<file path="config.mk">
export PLATFORM = sky130hd
export DESIGN_NAME = tls_hello_segment_splitter
export DESIGN_NICKNAME = d
export VERILOG_FILES = /design/src/design/ths_pkg.sv /design/src/design/ths_parser.sv /design/src/design/ths_queue.sv /design/src/design/ths_builder.sv /design/src/design/tls_hello_segment_splitter.sv
export VERILOG_INCLUDE_DIRS = /design/src /design/src/design
export SDC_FILE = /design/constraint.sdc
export NUM_CORES = 2
export LEC_CHECK = 0
export ABC_AREA = 1
export BUFFER_PORTS_ARGS = -buffer_cell sky130_fd_sc_hd__buf_2
export CORE_UTILIZATION = 60
export DETAILED_ROUTE_END_ITERATION = 8
export GPL_TIMING_DRIVEN = 0
export PLACE_DENSITY = 0.83
export SETUP_SLACK_MARGIN = 0.2
export SYNTH_ARGS = -nofsm -noshare
export SYNTH_HDL_FRONTEND = slang
export SYNTH_SLANG_ARGS = --single-unit
</file>
<file path="constraint.sdc">
create_clock -name clk_i -period 13 [get_ports clk_i]
set_input_delay 1.95 -clock clk_i [delete_from_list [all_inputs] [get_ports clk_i]]
set_output_delay 1.95 -clock clk_i [all_outputs]
set_load 0.02 [all_outputs]
</file>
<file path="src/design/tls_hello_segment_splitter_assert.svh">
// assertion macros for the hello splitter
`ifndef TLS_HELLO_SEGMENT_SPLITTER_ASSERT_SVH
`define TLS_HELLO_SEGMENT_SPLITTER_ASSERT_SVH
// implication checked on every clock edge outside reset
`define THS_ASSERT_IMPL(label, clk, rst_n, ante, cons) \
  label: assert property (@(posedge clk) disable iff (!rst_n) (ante) |-> (cons)) \
    else $error("assertion failed");
// implication checked in the cycle after the antecedent
`define THS_ASSERT_NEXT(label, clk, rst_n, ante, cons) \
  label: assert property (@(posedge clk) disable iff (!rst_n) (ante) |=> (cons)) \
    else $error("assertion failed");
`endif

</file>
<file path="src/design/ths_pkg.sv">
// ----------------------------------------------------------------------------
// ths_pkg
// shared types and constants of the hello segment splitter
// ----------------------------------------------------------------------------
`timescale 1ns / 1ps
package ths_pkg;
  localparam logic [7:0]  TlsHandshake   = 8'h16;
  localparam logic [7:0]  TlsClientHello = 8'h01;
  localparam logic [15:0] IdStart        = 16'd10000;
  localparam logic [15:0] MinPacket      = 16'd40;
  localparam logic [7:0]  TcpProtocol    = 8'd6;
  localparam logic [31:0] AddrSplit      = 32'h0;

  // packet summary handed from the parser to the builder
  typedef struct packed {
    logic        do_split;
    logic [15:0] pay_len;
    logic [9:0]  split;
    logic [5:0]  ihl;
    logic [5:0]  thl;
    logic [19:0] addr_sum;
    logic [20:0] ip_sum;
    logic [21:0] tcp_sum;
    logic [31:0] seq;
    logic [31:0] head_sum;
    logic [31:0] tail_sum;
  } summary_t;

  typedef struct packed {
    logic        verdict;
    logic [15:0] t_len;
    logic [15:0] t_id;
    logic [31:0] t_seq;
    logic [15:0] t_ipc;
    logic [15:0] t_tcpc;
    logic [15:0] h_len;
    logic [15:0] h_id;
    logic [31:0] h_seq;
    logic [15:0] h_ipc;
    logic [15:0] h_tcpc;
  } result_t;

  // fold a sum up to 32 bits into 16 bits and complement
  function automatic logic [15:0] fold(input logic [31:0] x);
    logic [16:0] a;
    logic [16:0] b;
    a = {1'b0, x[31:16]} + {1'b0, x[15:0]};
    b = {16'd0, a[16]} + {1'b0, a[15:0]};
    return ~(b[15:0] + {15'd0, b[16]});
  endfunction
endpackage

</file>
<file path="src/design/ths_parser.sv">
// ----------------------------------------------------------------------------
// ths_parser
// byte parser: header fields, partial sums and the split decision
// ----------------------------------------------------------------------------
`timescale 1ns / 1ps
module ths_parser #(
  parameter int MaxPacketBytes = 65535
) (
  input  logic                clk_i,
  input  logic                rst_ni,
  input  logic                valid_i,
  input  logic [7:0]          byte_i,
  input  logic                last_i,
  input  logic [9:0]          split_i,
  output logic                sum_valid_o,
  output ths_pkg::summary_t   sum_o
);
  logic [15:0] cnt_q;
  logic [5:0]  ihl_q, thl_q;
  logic [7:0]  proto_q;
  logic [19:0] addr_q;
  logic [20:0] ips_q;
  logic [21:0] tcps_q;
  logic [31:0] seq_q;
  logic [31:0] hs_q, ts_q;
  logic [1:0]  marks_q;

  logic [15:0] cnt_d;
  logic [5:0]  ihl_d, thl_d;
  logic [7:0]  proto_d;
  logic [19:0] addr_d;
  logic [20:0] ips_d;
  logic [21:0] tcps_d;
  logic [31:0] seq_d;
  logic [31:0] hs_d, ts_d;
  logic [1:0]  marks_d;
  logic [9:0]  split;
  logic [15:0] t, p, pm, wi, wt, wp, wq, hdrs;

  assign split = (split_i == 10'd0) ? 10'd1 : split_i;

  always_comb begin
    cnt_d = cnt_q; ihl_d = ihl_q; thl_d = thl_q; proto_d = proto_q;
    addr_d = addr_q; ips_d = ips_q; tcps_d = tcps_q; seq_d = seq_q;
    hs_d = hs_q; ts_d = ts_q; marks_d = marks_q;
    t  = cnt_q - {10'd0, ihl_q};
    p  = t - {10'd0, thl_q};
    pm = p - {6'd0, split};
    wi = cnt_q[0] ? {8'd0, byte_i} : {byte_i, 8'd0};
    wt = t[0] ? {8'd0, byte_i} : {byte_i, 8'd0};
    wp = p[0] ? {8'd0, byte_i} : {byte_i, 8'd0};
    wq = pm[0] ? {8'd0, byte_i} : {byte_i, 8'd0};
    if (cnt_q < 16'(MaxPacketBytes)) begin
      if (cnt_q == 16'd0) ihl_d = {byte_i[3:0], 2'b00};
      if (cnt_q == 16'd9) proto_d = byte_i;
      if (cnt_q < {10'd0, ihl_d}) begin
        if (!(cnt_q >= 16'd2 && cnt_q <= 16'd5) && cnt_q != 16'd10 && cnt_q != 16'd11)
          ips_d = ips_q + {5'd0, wi};
        if (cnt_q >= 16'd12 && cnt_q < 16'd20) addr_d = addr_q + {4'd0, wi};
      end else begin
        if (t == 16'd12) thl_d = {byte_i[7:4], 2'b00};
        if (t <= 16'd12 || t < {10'd0, thl_d}) begin
          if (t >= 16'd4 && t < 16'd8) seq_d = {seq_q[23:0], byte_i};
          else if (t != 16'd16 && t != 16'd17) tcps_d = tcps_q + {6'd0, wt};
        end else begin
          if (p == 16'd0 && byte_i == ths_pkg::TlsHandshake) marks_d[0] = 1'b1;
          if (p == 16'd5 && byte_i == ths_pkg::TlsClientHello) marks_d[1] = 1'b1;
          if (p < {6'd0, split}) hs_d = hs_q + {16'd0, wp};
          else ts_d = ts_q + {16'd0, wq};
        end
      end
      cnt_d = cnt_q + 16'd1;
    end
    hdrs = {10'd0, ihl_d} + {10'd0, thl_d};
    sum_o.do_split = cnt_d >= ths_pkg::MinPacket && proto_d == ths_pkg::TcpProtocol
      && ihl_d >= 6'd20 && thl_d >= 6'd20 && cnt_d > hdrs
      && (cnt_d - hdrs) >= 16'd6 && marks_d == 2'b11
      && (cnt_d - hdrs) > {6'd0, split};
    sum_o.pay_len  = cnt_d - hdrs;
    sum_o.split    = split;
    sum_o.ihl      = ihl_d;
    sum_o.thl      = thl_d;
    sum_o.addr_sum = addr_d;
    sum_o.ip_sum   = ips_d;
    sum_o.tcp_sum  = tcps_d;
    sum_o.seq      = seq_d;
    sum_o.head_sum = hs_d;
    sum_o.tail_sum = ts_d;
  end

  assign sum_valid_o = valid_i && last_i;

  always_ff @(posedge clk_i or negedge rst_ni) begin
    if (!rst_ni) begin
      cnt_q <= '0; ihl_q <= '0; thl_q <= '0; proto_q <= '0; addr_q <= '0;
      ips_q <= '0; tcps_q <= '0; seq_q <= '0; hs_q <= '0; ts_q <= '0; marks_q <= '0;
    end else if (valid_i) begin
      if (last_i) begin
        cnt_q <= '0; ihl_q <= '0; thl_q <= '0; proto_q <= '0; addr_q <= '0;
        ips_q <= '0; tcps_q <= '0; seq_q <= '0; hs_q <= '0; ts_q <= '0;
        marks_q <= '0;
      end else begin
        cnt_q <= cnt_d; ihl_q <= ihl_d; thl_q <= thl_d; proto_q <= proto_d;
        addr_q <= addr_d; ips_q <= ips_d; tcps_q <= tcps_d; seq_q <= seq_d;
        hs_q <= hs_d; ts_q <= ts_d; marks_q <= marks_d;
      end
    end
  end
endmodule

</file>
<file path="src/design/ths_queue.sv">
// ----------------------------------------------------------------------------
// ths_queue
// two entry queue of packet summaries between parser and builder
// ----------------------------------------------------------------------------
`timescale 1ns / 1ps
module ths_queue (
  input  logic              clk_i,
  input  logic              rst_ni,
  input  logic              push_i,
  input  ths_pkg::summary_t data_i,
  output logic              full_o,
  output logic              valid_o,
  input  logic              pop_i,
  output ths_pkg::summary_t data_o
);
  ths_pkg::summary_t mem_q [2];
  logic       wp_q, rp_q;
  logic [1:0] cnt_q;

  assign full_o  = cnt_q == 2'd2;
  assign valid_o = cnt_q != 2'd0;
  assign data_o  = mem_q[rp_q];

  always_ff @(posedge clk_i) begin
    if (push_i) mem_q[wp_q] <= data_i;
  end

  always_ff @(posedge clk_i or negedge rst_ni) begin
    if (!rst_ni) begin
      wp_q <= 1'b0; rp_q <= 1'b0; cnt_q <= 2'd0;
    end else begin
      if (push_i) wp_q <= ~wp_q;
      if (pop_i) rp_q <= ~rp_q;
      cnt_q <= cnt_q + {1'b0, push_i} - {1'b0, pop_i};
    end
  end
endmodule

</file>
<file path="src/design/ths_builder.sv">
// ----------------------------------------------------------------------------
// ths_builder
// builds the segment descriptor: lengths, ids, sequences, checksums
// ----------------------------------------------------------------------------
`timescale 1ns / 1ps
module ths_builder (
  input  logic              clk_i,
  input  logic              rst_ni,
  input  logic              valid_i,
  input  ths_pkg::summary_t sum_i,
  output logic              ready_o,
  output logic              valid_o,
  input  logic              ready_i,
  output ths_pkg::result_t  res_o
);
  logic [15:0] id_q;
  logic        v_q;
  ths_pkg::result_t res_q, res_d;
  logic [15:0] tl_len, hl_len, t_tot, h_tot, id1;
  logic [31:0] t_seq;
  logic [31:0] tip, hip, ttc, htc;
  logic        take;

  assign ready_o = !v_q || ready_i;
  assign take = valid_i && ready_o;

  always_comb begin
    tl_len = {10'd0, sum_i.thl} + sum_i.pay_len - {6'd0, sum_i.split};
    hl_len = {10'd0, sum_i.thl} + {6'd0, sum_i.split};
    t_tot  = tl_len + {10'd0, sum_i.ihl};
    h_tot  = hl_len + {10'd0, sum_i.ihl};
    id1    = id_q + 16'd1;
    t_seq  = sum_i.seq + {22'd0, sum_i.split};
    tip = {11'd0, sum_i.ip_sum} + {16'd0, t_tot} + {16'd0, id_q};
    hip = {11'd0, sum_i.ip_sum} + {16'd0, h_tot} + {16'd0, id1};
    ttc = {12'd0, sum_i.addr_sum} + 32'(ths_pkg::TcpProtocol) + {16'd0, tl_len}
        + {10'd0, sum_i.tcp_sum} + {16'd0, t_seq[31:16]} + {16'd0, t_seq[15:0]}
        + sum_i.tail_sum;
    htc = {12'd0, sum_i.addr_sum} + 32'(ths_pkg::TcpProtocol) + {16'd0, hl_len}
        + {10'd0, sum_i.tcp_sum} + {16'd0, sum_i.seq[31:16]}
        + {16'd0, sum_i.seq[15:0]} + sum_i.head_sum;
    res_d = '0;
    if (sum_i.do_split) begin
      res_d.verdict = 1'b1;
      res_d.t_len = t_tot; res_d.t_id = id_q; res_d.t_seq = t_seq;
      res_d.t_ipc = ths_pkg::fold(tip); res_d.t_tcpc = ths_pkg::fold(ttc);
      res_d.h_len = h_tot; res_d.h_id = id1; res_d.h_seq = sum_i.seq;
      res_d.h_ipc = ths_pkg::fold(hip); res_d.h_tcpc = ths_pkg::fold(htc);
    end
  end

  assign valid_o = v_q;
  assign res_o = res_q;

  always_ff @(posedge clk_i) begin
    if (take) res_q <= res_d;
  end

  always_ff @(posedge clk_i or negedge rst_ni) begin
    if (!rst_ni) begin
      v_q <= 1'b0; id_q <= ths_pkg::IdStart;
    end else begin
      if (take) v_q <= 1'b1;
      else if (ready_i) v_q <= 1'b0;
      if (take && sum_i.do_split) id_q <= id_q + 16'd2;
    end
  end
endmodule

</file>
<file path="src/design/tls_hello_segment_splitter.sv">
// ----------------------------------------------------------------------------
// tls_hello_segment_splitter
// splits tcp packets carrying a tls client hello into two segments
// ----------------------------------------------------------------------------
// Packet bytes arrive on the s_axis channel, one per transfer, starting at the
// IPv4 header; tlast marks the final byte. One descriptor per packet leaves
// on m_axis after that byte: verdict 0 passes the packet, 1 gives tail and
// head segment headers with fresh ids, sequences and checksums.
// Throughput: one byte per cycle while the summary queue is not full; the
// parser sums each byte in one add. The descriptor passes the two entry
// summary queue and then the output register before it becomes valid.
// When the receiver stalls, descriptors fill the output register and queue;
// s_axis_tready drops only when the queue is full, so bytes keep flowing
// until two more packets end behind a stalled descriptor.
// split_position is written over the APB port at address 0; the user must
// write it only while idle, as the block does not enforce this. Reset clears
// all packet state, sets split_position to 1 and the ip id counter to 10000.
`timescale 1ns / 1ps
`include "tls_hello_segment_splitter_assert.svh"
module tls_hello_segment_splitter #(
  parameter int MAX_PACKET_BYTES = 65535
) (
  input  logic         clk_i,
  input  logic         rst_ni,
  input  logic         s_axis_tvalid,
  output logic         s_axis_tready,
  input  logic [7:0]   s_axis_tdata,   // data_byte
  input  logic         s_axis_tlast,   // last_byte
  output logic         m_axis_tvalid,
  input  logic         m_axis_tready,
  // tail_total_length, tail_ip_id, tail_sequence, tail_ip_checksum,
  // tail_tcp_checksum, head_total_length, head_ip_id, head_sequence,
  // head_ip_checksum, head_tcp_checksum
  output logic [191:0] m_axis_tdata,
  output logic         m_axis_tuser,   // verdict
  input  logic         psel,
  input  logic         penable,
  input  logic         pwrite,
  input  logic [1:0]   paddr,
  input  logic [31:0]  pwdata,
  output logic [31:0]  prdata,
  output logic         pready
);
  logic [9:0] split_q;
  logic acc, sv, qfull, qvalid, bready;
  ths_pkg::summary_t ps, qs;
  ths_pkg::result_t res;

  assign pready = 1'b1;
  assign prdata = (paddr == ths_pkg::AddrSplit[1:0]) ? {22'd0, split_q} : 32'd0;

  always_ff @(posedge clk_i or negedge rst_ni) begin
    if (!rst_ni) split_q <= 10'd1;
    else if (psel && penable && pwrite && paddr == ths_pkg::AddrSplit[1:0])
      split_q <= pwdata[9:0];
  end

  assign s_axis_tready = !qfull;
  assign acc = s_axis_tvalid && s_axis_tready;

  ths_parser #(.MaxPacketBytes(MAX_PACKET_BYTES)) u_parser (
    .clk_i, .rst_ni, .valid_i(acc), .byte_i(s_axis_tdata), .last_i(s_axis_tlast),
    .split_i(split_q), .sum_valid_o(sv), .sum_o(ps)
  );

  ths_queue u_queue (
    .clk_i, .rst_ni, .push_i(sv), .data_i(ps), .full_o(qfull),
    .valid_o(qvalid), .pop_i(qvalid && bready), .data_o(qs)
  );

  ths_builder u_builder (
    .clk_i, .rst_ni, .valid_i(qvalid), .sum_i(qs), .ready_o(bready),
    .valid_o(m_axis_tvalid), .ready_i(m_axis_tready), .res_o(res)
  );

  assign m_axis_tuser = res.verdict;
  assign m_axis_tdata = {res.h_tcpc, res.h_ipc, res.h_seq, res.h_id, res.h_len,
                         res.t_tcpc, res.t_ipc, res.t_seq, res.t_id, res.t_len};

  `THS_ASSERT_IMPL(a_accept_zero, clk_i, rst_ni, m_axis_tvalid && !m_axis_tuser,
    m_axis_tdata == 192'd0)
  `THS_ASSERT_IMPL(a_head_id, clk_i, rst_ni, m_axis_tvalid && m_axis_tuser,
    res.h_id == res.t_id + 16'd1)
  `THS_ASSERT_NEXT(a_last_out, clk_i, rst_ni, acc && s_axis_tlast && !qvalid
    && !m_axis_tvalid, 1'b1 ##1 m_axis_tvalid)
endmodule
</file>
Word level (Yosys, flattened, before mapping)
Memory sizes are Yosys's and may differ from the RTL's.
Cells that the tools add are included.
{"block": "totals", "register_bits": 421, "ram_bits": 396, "inputBits": 50, "out_inout_bits": 228, "elab_cells": 206, "memories": 1}
{"block": "classes", "add_sub_neg": 48, "order_cmp": 17, "eq_ne": 12, "mux": 61, "n_bitwise": 6, "reduce_logical": 33}
{"memory": "u_queue.mem_q", "depth": 2, "width": 198, "rd": 1, "rd_ports_with_merged_regs": 0, "write_ports": 1, "line": "ths_queue.sv:16", "text": "ths_pkg::summary_t mem_q [2];"}
{"cell": "$mux W32", "n": 15}
{"cell": "$add A32 B16 Y32", "n": 10}
{"cell": "$mux W193", "n": 1}
{"cell": "$mux W22", "n": 6}
{"cell": "$mux W16", "n": 6}
{"cell": "$mux W21", "n": 4}
{"cell": "$mux W20", "n": 4}
{"cell": "$add A1 B16 Y17", "n": 4}
{"cell": "$add A16 B16 Y17", "n": 4}
{"cell": "$add A16 B1 Y16", "n": 4}
{"cell": "$add A32 B22 Y32", "n": 2}
{"cell": "$add A32 B32 Y32", "n": 2}
{"cell": "$not A16 Y16", "n": 4}
{"cell": "$mux W6", "n": 10}
{"cell": "$add A21 B16 Y22", "n": 2}
{"cell": "$add A16 B1 Y16 const B", "n": 2}
{"cell": "$add A16 B6 Y16", "n": 2}
{"cell": "$add A32 B10 Y32", "n": 1}
{"cell": "$eq A16 B4 Y1 const B", "n": 2}
{"cell": "$ge A16 B3 Y1 const B", "n": 2}
{"cell": "$logic_not A16 Y1", "n": 2}
{"cell": "$lt A16 B6 Y1", "n": 2}
{"cell": "$ne A16 B4 Y1 const B", "n": 2}
{"cell": "$ne A16 B5 Y1 const B", "n": 2}
{"cell": "other kinds (42)", "n": 82}

Logic depth before layout (Yosys ltp)
{"block": "depth", "depth_word": 14, "ltp_mapped": 87, "ltp_nobuf": 81}

Cells and area by module
From an unflattened synthesis, not the netlist that was laid out.
{"block": "unflattened", "hier_cells": 7209, "hier_area_um2": 59174.3}
{"module": "ths_builder", "n_inst": 1, "cells_per_inst": 3370, "area_per_inst_um2": 25209.2, "seq_area_each_um2": 5601.6}
{"module": "ths_parser", "n_inst": 1, "cells_per_inst": 2682, "area_per_inst_um2": 17865.9, "seq_area_each_um2": 4929.7}
{"module": "ths_queue", "n_inst": 1, "cells_per_inst": 1059, "area_per_inst_um2": 15391.0, "seq_area_each_um2": 11991.5}
{"module": "tls_hello_segment_splitter", "n_inst": 1, "cells_per_inst": 98, "area_per_inst_um2": 708.2, "seq_area_each_um2": 251.5}

Least setup slack after synthesis
No wires, ideal clock.
{"block": "synth_path", "path_type": "flip-flop to flip-flop", "from": "register u_queue.rp_q", "to": "register u_builder.res_q, in the netlist u_builder.res_o[127] (data pin)", "setup_time_ns": 0.253, "t_arrival_ns": 11.687, "t_required_ns": 12.747, "slack_ns": 1.060, "stages_incl_launch_ff": 83, "n_path_buf": 8, "period_less_slack_ns": 11.940, "path_cell_list": "dfrtp_1 buf_2 buf_2 buf_2 buf_2 buf_2 clkbuf_1 buf_1 mux2i_1 fa_1 inv_1 fa_1 nand2_1 nand3_1 and2_1 xor2_1 ha_1 nand2_1 [... 47 more ...] nand4_1 nor2_1 ha_1 nand3_1 nor2_1 nand2_1 nor2_1 nand2_1 nor2_1 nand2_1 nor2_1 nand2_1 nor2_1 nand3_1 nor2_1 nand2_1 nand2_1 nor2_1"}
{"block": "synth_via", "elab_chain_len": 10}
{"item": "from (decl)", "line": "ths_queue.sv:17", "text": "logic wp_q, rp_q;"}
{"item": "from (signal assigned)", "line": "ths_queue.sv:33", "text": "if (pop_i) rp_q <= ~rp_q;"}
{"item": "$mem_v2 Z2 W198 *"}
{"item": "$add A6 B16 Y16", "line": "ths_builder.sv:28", "text": "tl_len = {10'd0, sum_i.thl} + sum_i.pay_len - {6'd0, sum_i.split};"}
{"item": "$sub A16 B10 Y16", "line": "ths_builder.sv:28"}
{"item": "$add A16 B6 Y16 *", "line": "ths_builder.sv:30", "text": "t_tot = tl_len + {10'd0, sum_i.ihl};"}
{"item": "net u_builder.t_tot[9]", "line": "ths_builder.sv:19", "text": "logic [15:0] tl_len, hl_len, t_tot, h_tot, id1;"}
{"item": "$add A21 B16 Y22 *", "line": "ths_builder.sv:34", "text": "tip = {11'd0, sum_i.ip_sum} + {16'd0, t_tot} + {16'd0, id_q};"}
{"item": "$add A32 B16 Y32 *", "line": "ths_builder.sv:34"}
{"item": "$add A16 B16 Y17 *", "line": "ths_pkg.sv:47", "text": "a = {1'b0, x[31:16]} + {1'b0, x[15:0]};"}
{"item": "$add A1 B16 Y17 *", "line": "ths_pkg.sv:48", "text": "b = {16'd0, a[16]} + {1'b0, a[15:0]};"}
{"item": "$add A16 B1 Y16 *", "line": "ths_pkg.sv:49", "text": "return ~(b[15:0] + {15'd0, b[16]});"}
{"item": "$not A16 Y16 *", "line": "ths_pkg.sv:49"}
{"item": "to (signal assigned)", "line": "ths_builder.sv:56", "text": "if (take) res_q <= res_d;"}
{"item": "to (decl)", "line": "ths_builder.sv:18", "text": "ths_pkg::result_t res_q, res_d;"}
The timed path passes the listed nets; every way through them passes the cells marked *.
A chain may end at the register's enable or synchronous reset.

Worst setup path in the final report
{"block": "layout_path", "from": "register u_queue.rp_q", "to": "register u_builder.res_q, in the netlist u_builder.res_o[110] (data pin)"}
{"block": "layout_via", "elab_cells_between_ends": 14, "cone_classes": "add/sub (12); bitwise (1); memory (1)"}
{"item": "$mem_v2 Z2 W198"}
{"item": "$add A32 B10 Y32", "line": "ths_builder.sv:33", "text": "t_seq = sum_i.seq + {22'd0, sum_i.split};"}
{"item": "net u_builder.t_seq[23]", "line": "ths_builder.sv:20", "text": "logic [31:0] t_seq;"}
{"item": "$add A32 B16 Y32 (2 in series)", "line": "ths_builder.sv:37", "text": "+ {10'd0, sum_i.tcp_sum} + {16'd0, t_seq[31:16]} + {16'd0, t_seq[15:0]}"}
{"item": "$add A32 B32 Y32", "line": "ths_builder.sv:38", "text": "+ sum_i.tail_sum;"}
{"item": "$add A16 B16 Y17", "line": "ths_pkg.sv:47"}
{"item": "$add A1 B16 Y17", "line": "ths_pkg.sv:48"}
{"item": "$add A16 B1 Y16", "line": "ths_pkg.sv:49"}
{"item": "$not A16 Y16", "line": "ths_pkg.sv:49"}
The timed path passes the listed nets, and every way through them passes these cells.

==> metrics <==
outcome=finished, violations left; failing checks=design-rule violations, max-capacitance violations, max-slew violations; layout cells sized above 1=13.2%; clk slew on worst S/H paths=60 ps; clk_skew=29.7 ps; DRT iter0 DRCs=6105; post-synthesis async set-or-reset flop share=28.5%; slowest stage delay, CP=600 ps; WS Path Type=flop to flop; Vias=50500; hold crit path type=flop to flop; H-Tree Level Count=3; total wire length=185000 µm; synthesized cell area=0.0574 mm²; CTS Buf Count=85; top_reg_cell synth=edfxtp_1; FF-to-FF Start=u_queue.rp_q; global-route wire length before repair=~270000 µm; initial antenna violation count=2; mean number of vias per cell=5.79; Final Max Tran Viols=5; total track usage=36.9%; synthesized instance count=between 6000 and 7000; Initial Util=roughly three fifths; top cells by area, synth=edfxtp_1, nand2_1, dfrtp_1; endpoints failing hold=0; Max-Cap Viols=2; Finished Cell Area=0.0660 mm²; DP Worst Slack=-2360 ps; area leader, netlist=edfxtp_1; CTS Buffer Depth=3; sequential area share after synthesis=approximately 40%; post-route minimum period=12370 ps; crit start category=flop; Synth Register Bits=796; Core Area=0.0949 mm²; row cnt=roughly 110; chip width=311 µm; number of global-route vias before repair=47300; Final Setup Violations=0; Cell variety after synth=61; total number of yosys warnings=0; DR WL/cell=21.2 µm; clock root cell=clkbuf_16; Slew HR=-3.85%; EDFF count, synth=between 500 and 600; final core utilization=69.6%; most frequent cell after synthesis=nand2_1; iteration count of the initial detailed-routing pass=9; Placer Congestion=between 1 and 1.5; Avg Synthesized Cell Area=8.28 µm²; DRC=2; hold path start=u_parser.ts_q[29]; post-DP HPWL=143000 µm; CTS tree=done; Die ar.=0.0970 mm²; CP dominant cell by count=nor2_1; Antenna Cells=0; Num Clock Sinks=796; clock latency on the worst-skew pair=700 ps; Yosys top cell area share=about 30%; DIE HEIGHT=around 310 µm; Max FO, Critical Path=10; cell at the slowest stage of the critical path=fa_1; Fillers=7198; f_max=80.8 MHz; largest net degree at the start of global routing=139; post-route ant nets=0; fin crit share=95.2%; placed cell areas=0.0607 mm²; smallest setup slack after layout=630 ps; Critical Path End Type=flop; crit path DAT=12790 ps; port bufs=between 200 and 250; global route overflow=0; Crit. Startpoint=u_queue.rp_q; WP data required=roughly 13000 ps; Layout Area Growth over Synthesis=14.9%; I/O pin total=around 280; final net count=7993; Worst Tran Pin Value=1540 ps; list of most frequent post-synthesis cells=nand2_1, inv_1, nor2_1
[flip-flops by register name, indices dropped and copies added, names as in the netlist, 6 cells and up]
name	count
u_parser.ips_q	21
u_parser.proto_q	8
u_parser.hs_q	32
u_builder.id_q	15
u_parser.cnt_q	16
split_q	10
u_parser.seq_q	32
u_parser.tcps_q	22
u_parser.thl_q	6
u_queue.mem_q	396
u_parser.ihl_q	6
u_parser.addr_q	20
u_builder.res_o	173
u_parser.ts_q	32
[critical path, delay by kind of cell, from the launching register on]
| family | cells | cell delay, ps |
|---|---|---|
| and+or+nand+nor | 30 | 4140 |
| adders and majority gates | 10 | 3300 |
| AOI/OAI and AO/OA | 15 | 2390 |
| buffers and inverters | 11 | 1250 |
| xor gates and xnor gates | 2 | 550 |
| DFF | 1 | 410 |
[final cells by class]
type / count / area, µm² / share of cell area [%]
Sequential cell: 796 / 22800 / 34.5
Multi-Input combinational cell: 4882 / 31100 / 47.2
Buffer: 192 / 1210 / 1.83
Clock inverter: 40 / 513 / 0.777
Tap cell: 1265 / 1580 / 2.40
Inverter: 1093 / 4120 / 6.24
Clock buffer: 120 / 2430 / 3.69
Timing Repair Buffer: 331 / 2250 / 3.40
[worst paths after layout]
check	to	slack, ps	depth (start not counted)
worst min register to register	u_parser.ts_q[29]	490	2
worst max-delay path	u_builder.res_o[110]	630	68
worst min-delay path	u_parser.ts_q[29]	490	2
worst max register to register	u_builder.res_o[110]	630	68
max in group asynchronous	u_parser.seq_q[29]	10390	3
min in group asynchronous	u_builder.id_q[11]	1270	1
[stage by stage]
step,setup TNS (ps),hold WS (ps),std cells
5_1_grt,-29.7,503,8719
6_report,0,491,8719
2_1_floorplan,0,449,6963
3_5_place_dp,-94010,475,8471
3_3_place_gp,-1449180,462,8453
4_1_cts,0,490,8637
[cell usage in the layout, fill, tap and decap left out, types with 91 or more instances in the layout]
cell type and instances:
nand2_1 1578, inv_1 1057, edfxtp_1 569, nor2_1 550, ha_1 365, a21oi_1 329, nand3_1 293, o21ai_0 290
buf_2 245, xor2_1 228, dfrtp_1 221, fa_1 157, buf_4 133, clkbuf_1 115, nand4_1 109, or2_2 96
xnor2_1 92, clkbuf_16 91
[routing by layer]
layer / up-vias / GRT usage [%] / share of wire, %
met5: - / 0 / 0
met4: 0 / 23.2 / 7.3
met3: 557 / 6.87 / 11
met2: 2735 / 57.1 / 44
met1: 23700 / 47.9 / 38
li1: 23600 / - / -
[what timing repair did]
action	in CTS	in global routing
setup endpoints to repair	64	52
cloned	0	1
resized for setup	125	318
pin swaps	5	129
endpoints found under the hold margin	0	0
hold buffers	0	0
setup buffers	6	81
[kinds of logic after synthesis]
logic type      after synthesis  synth area share [%]
other cells                   2                0.0131
flops                       796                  39.7
compound gates              993                  9.68
mux                          51                 0.889
buf+inv                    1285                  8.83
simple gates               2896                  21.3
xor+xnor                    348                  5.31
fa+ha+maj                   562                  14.3
Power is not shown: default switching activity piles up to over one toggle a cycle in this logic, so the estimate is an artifact.
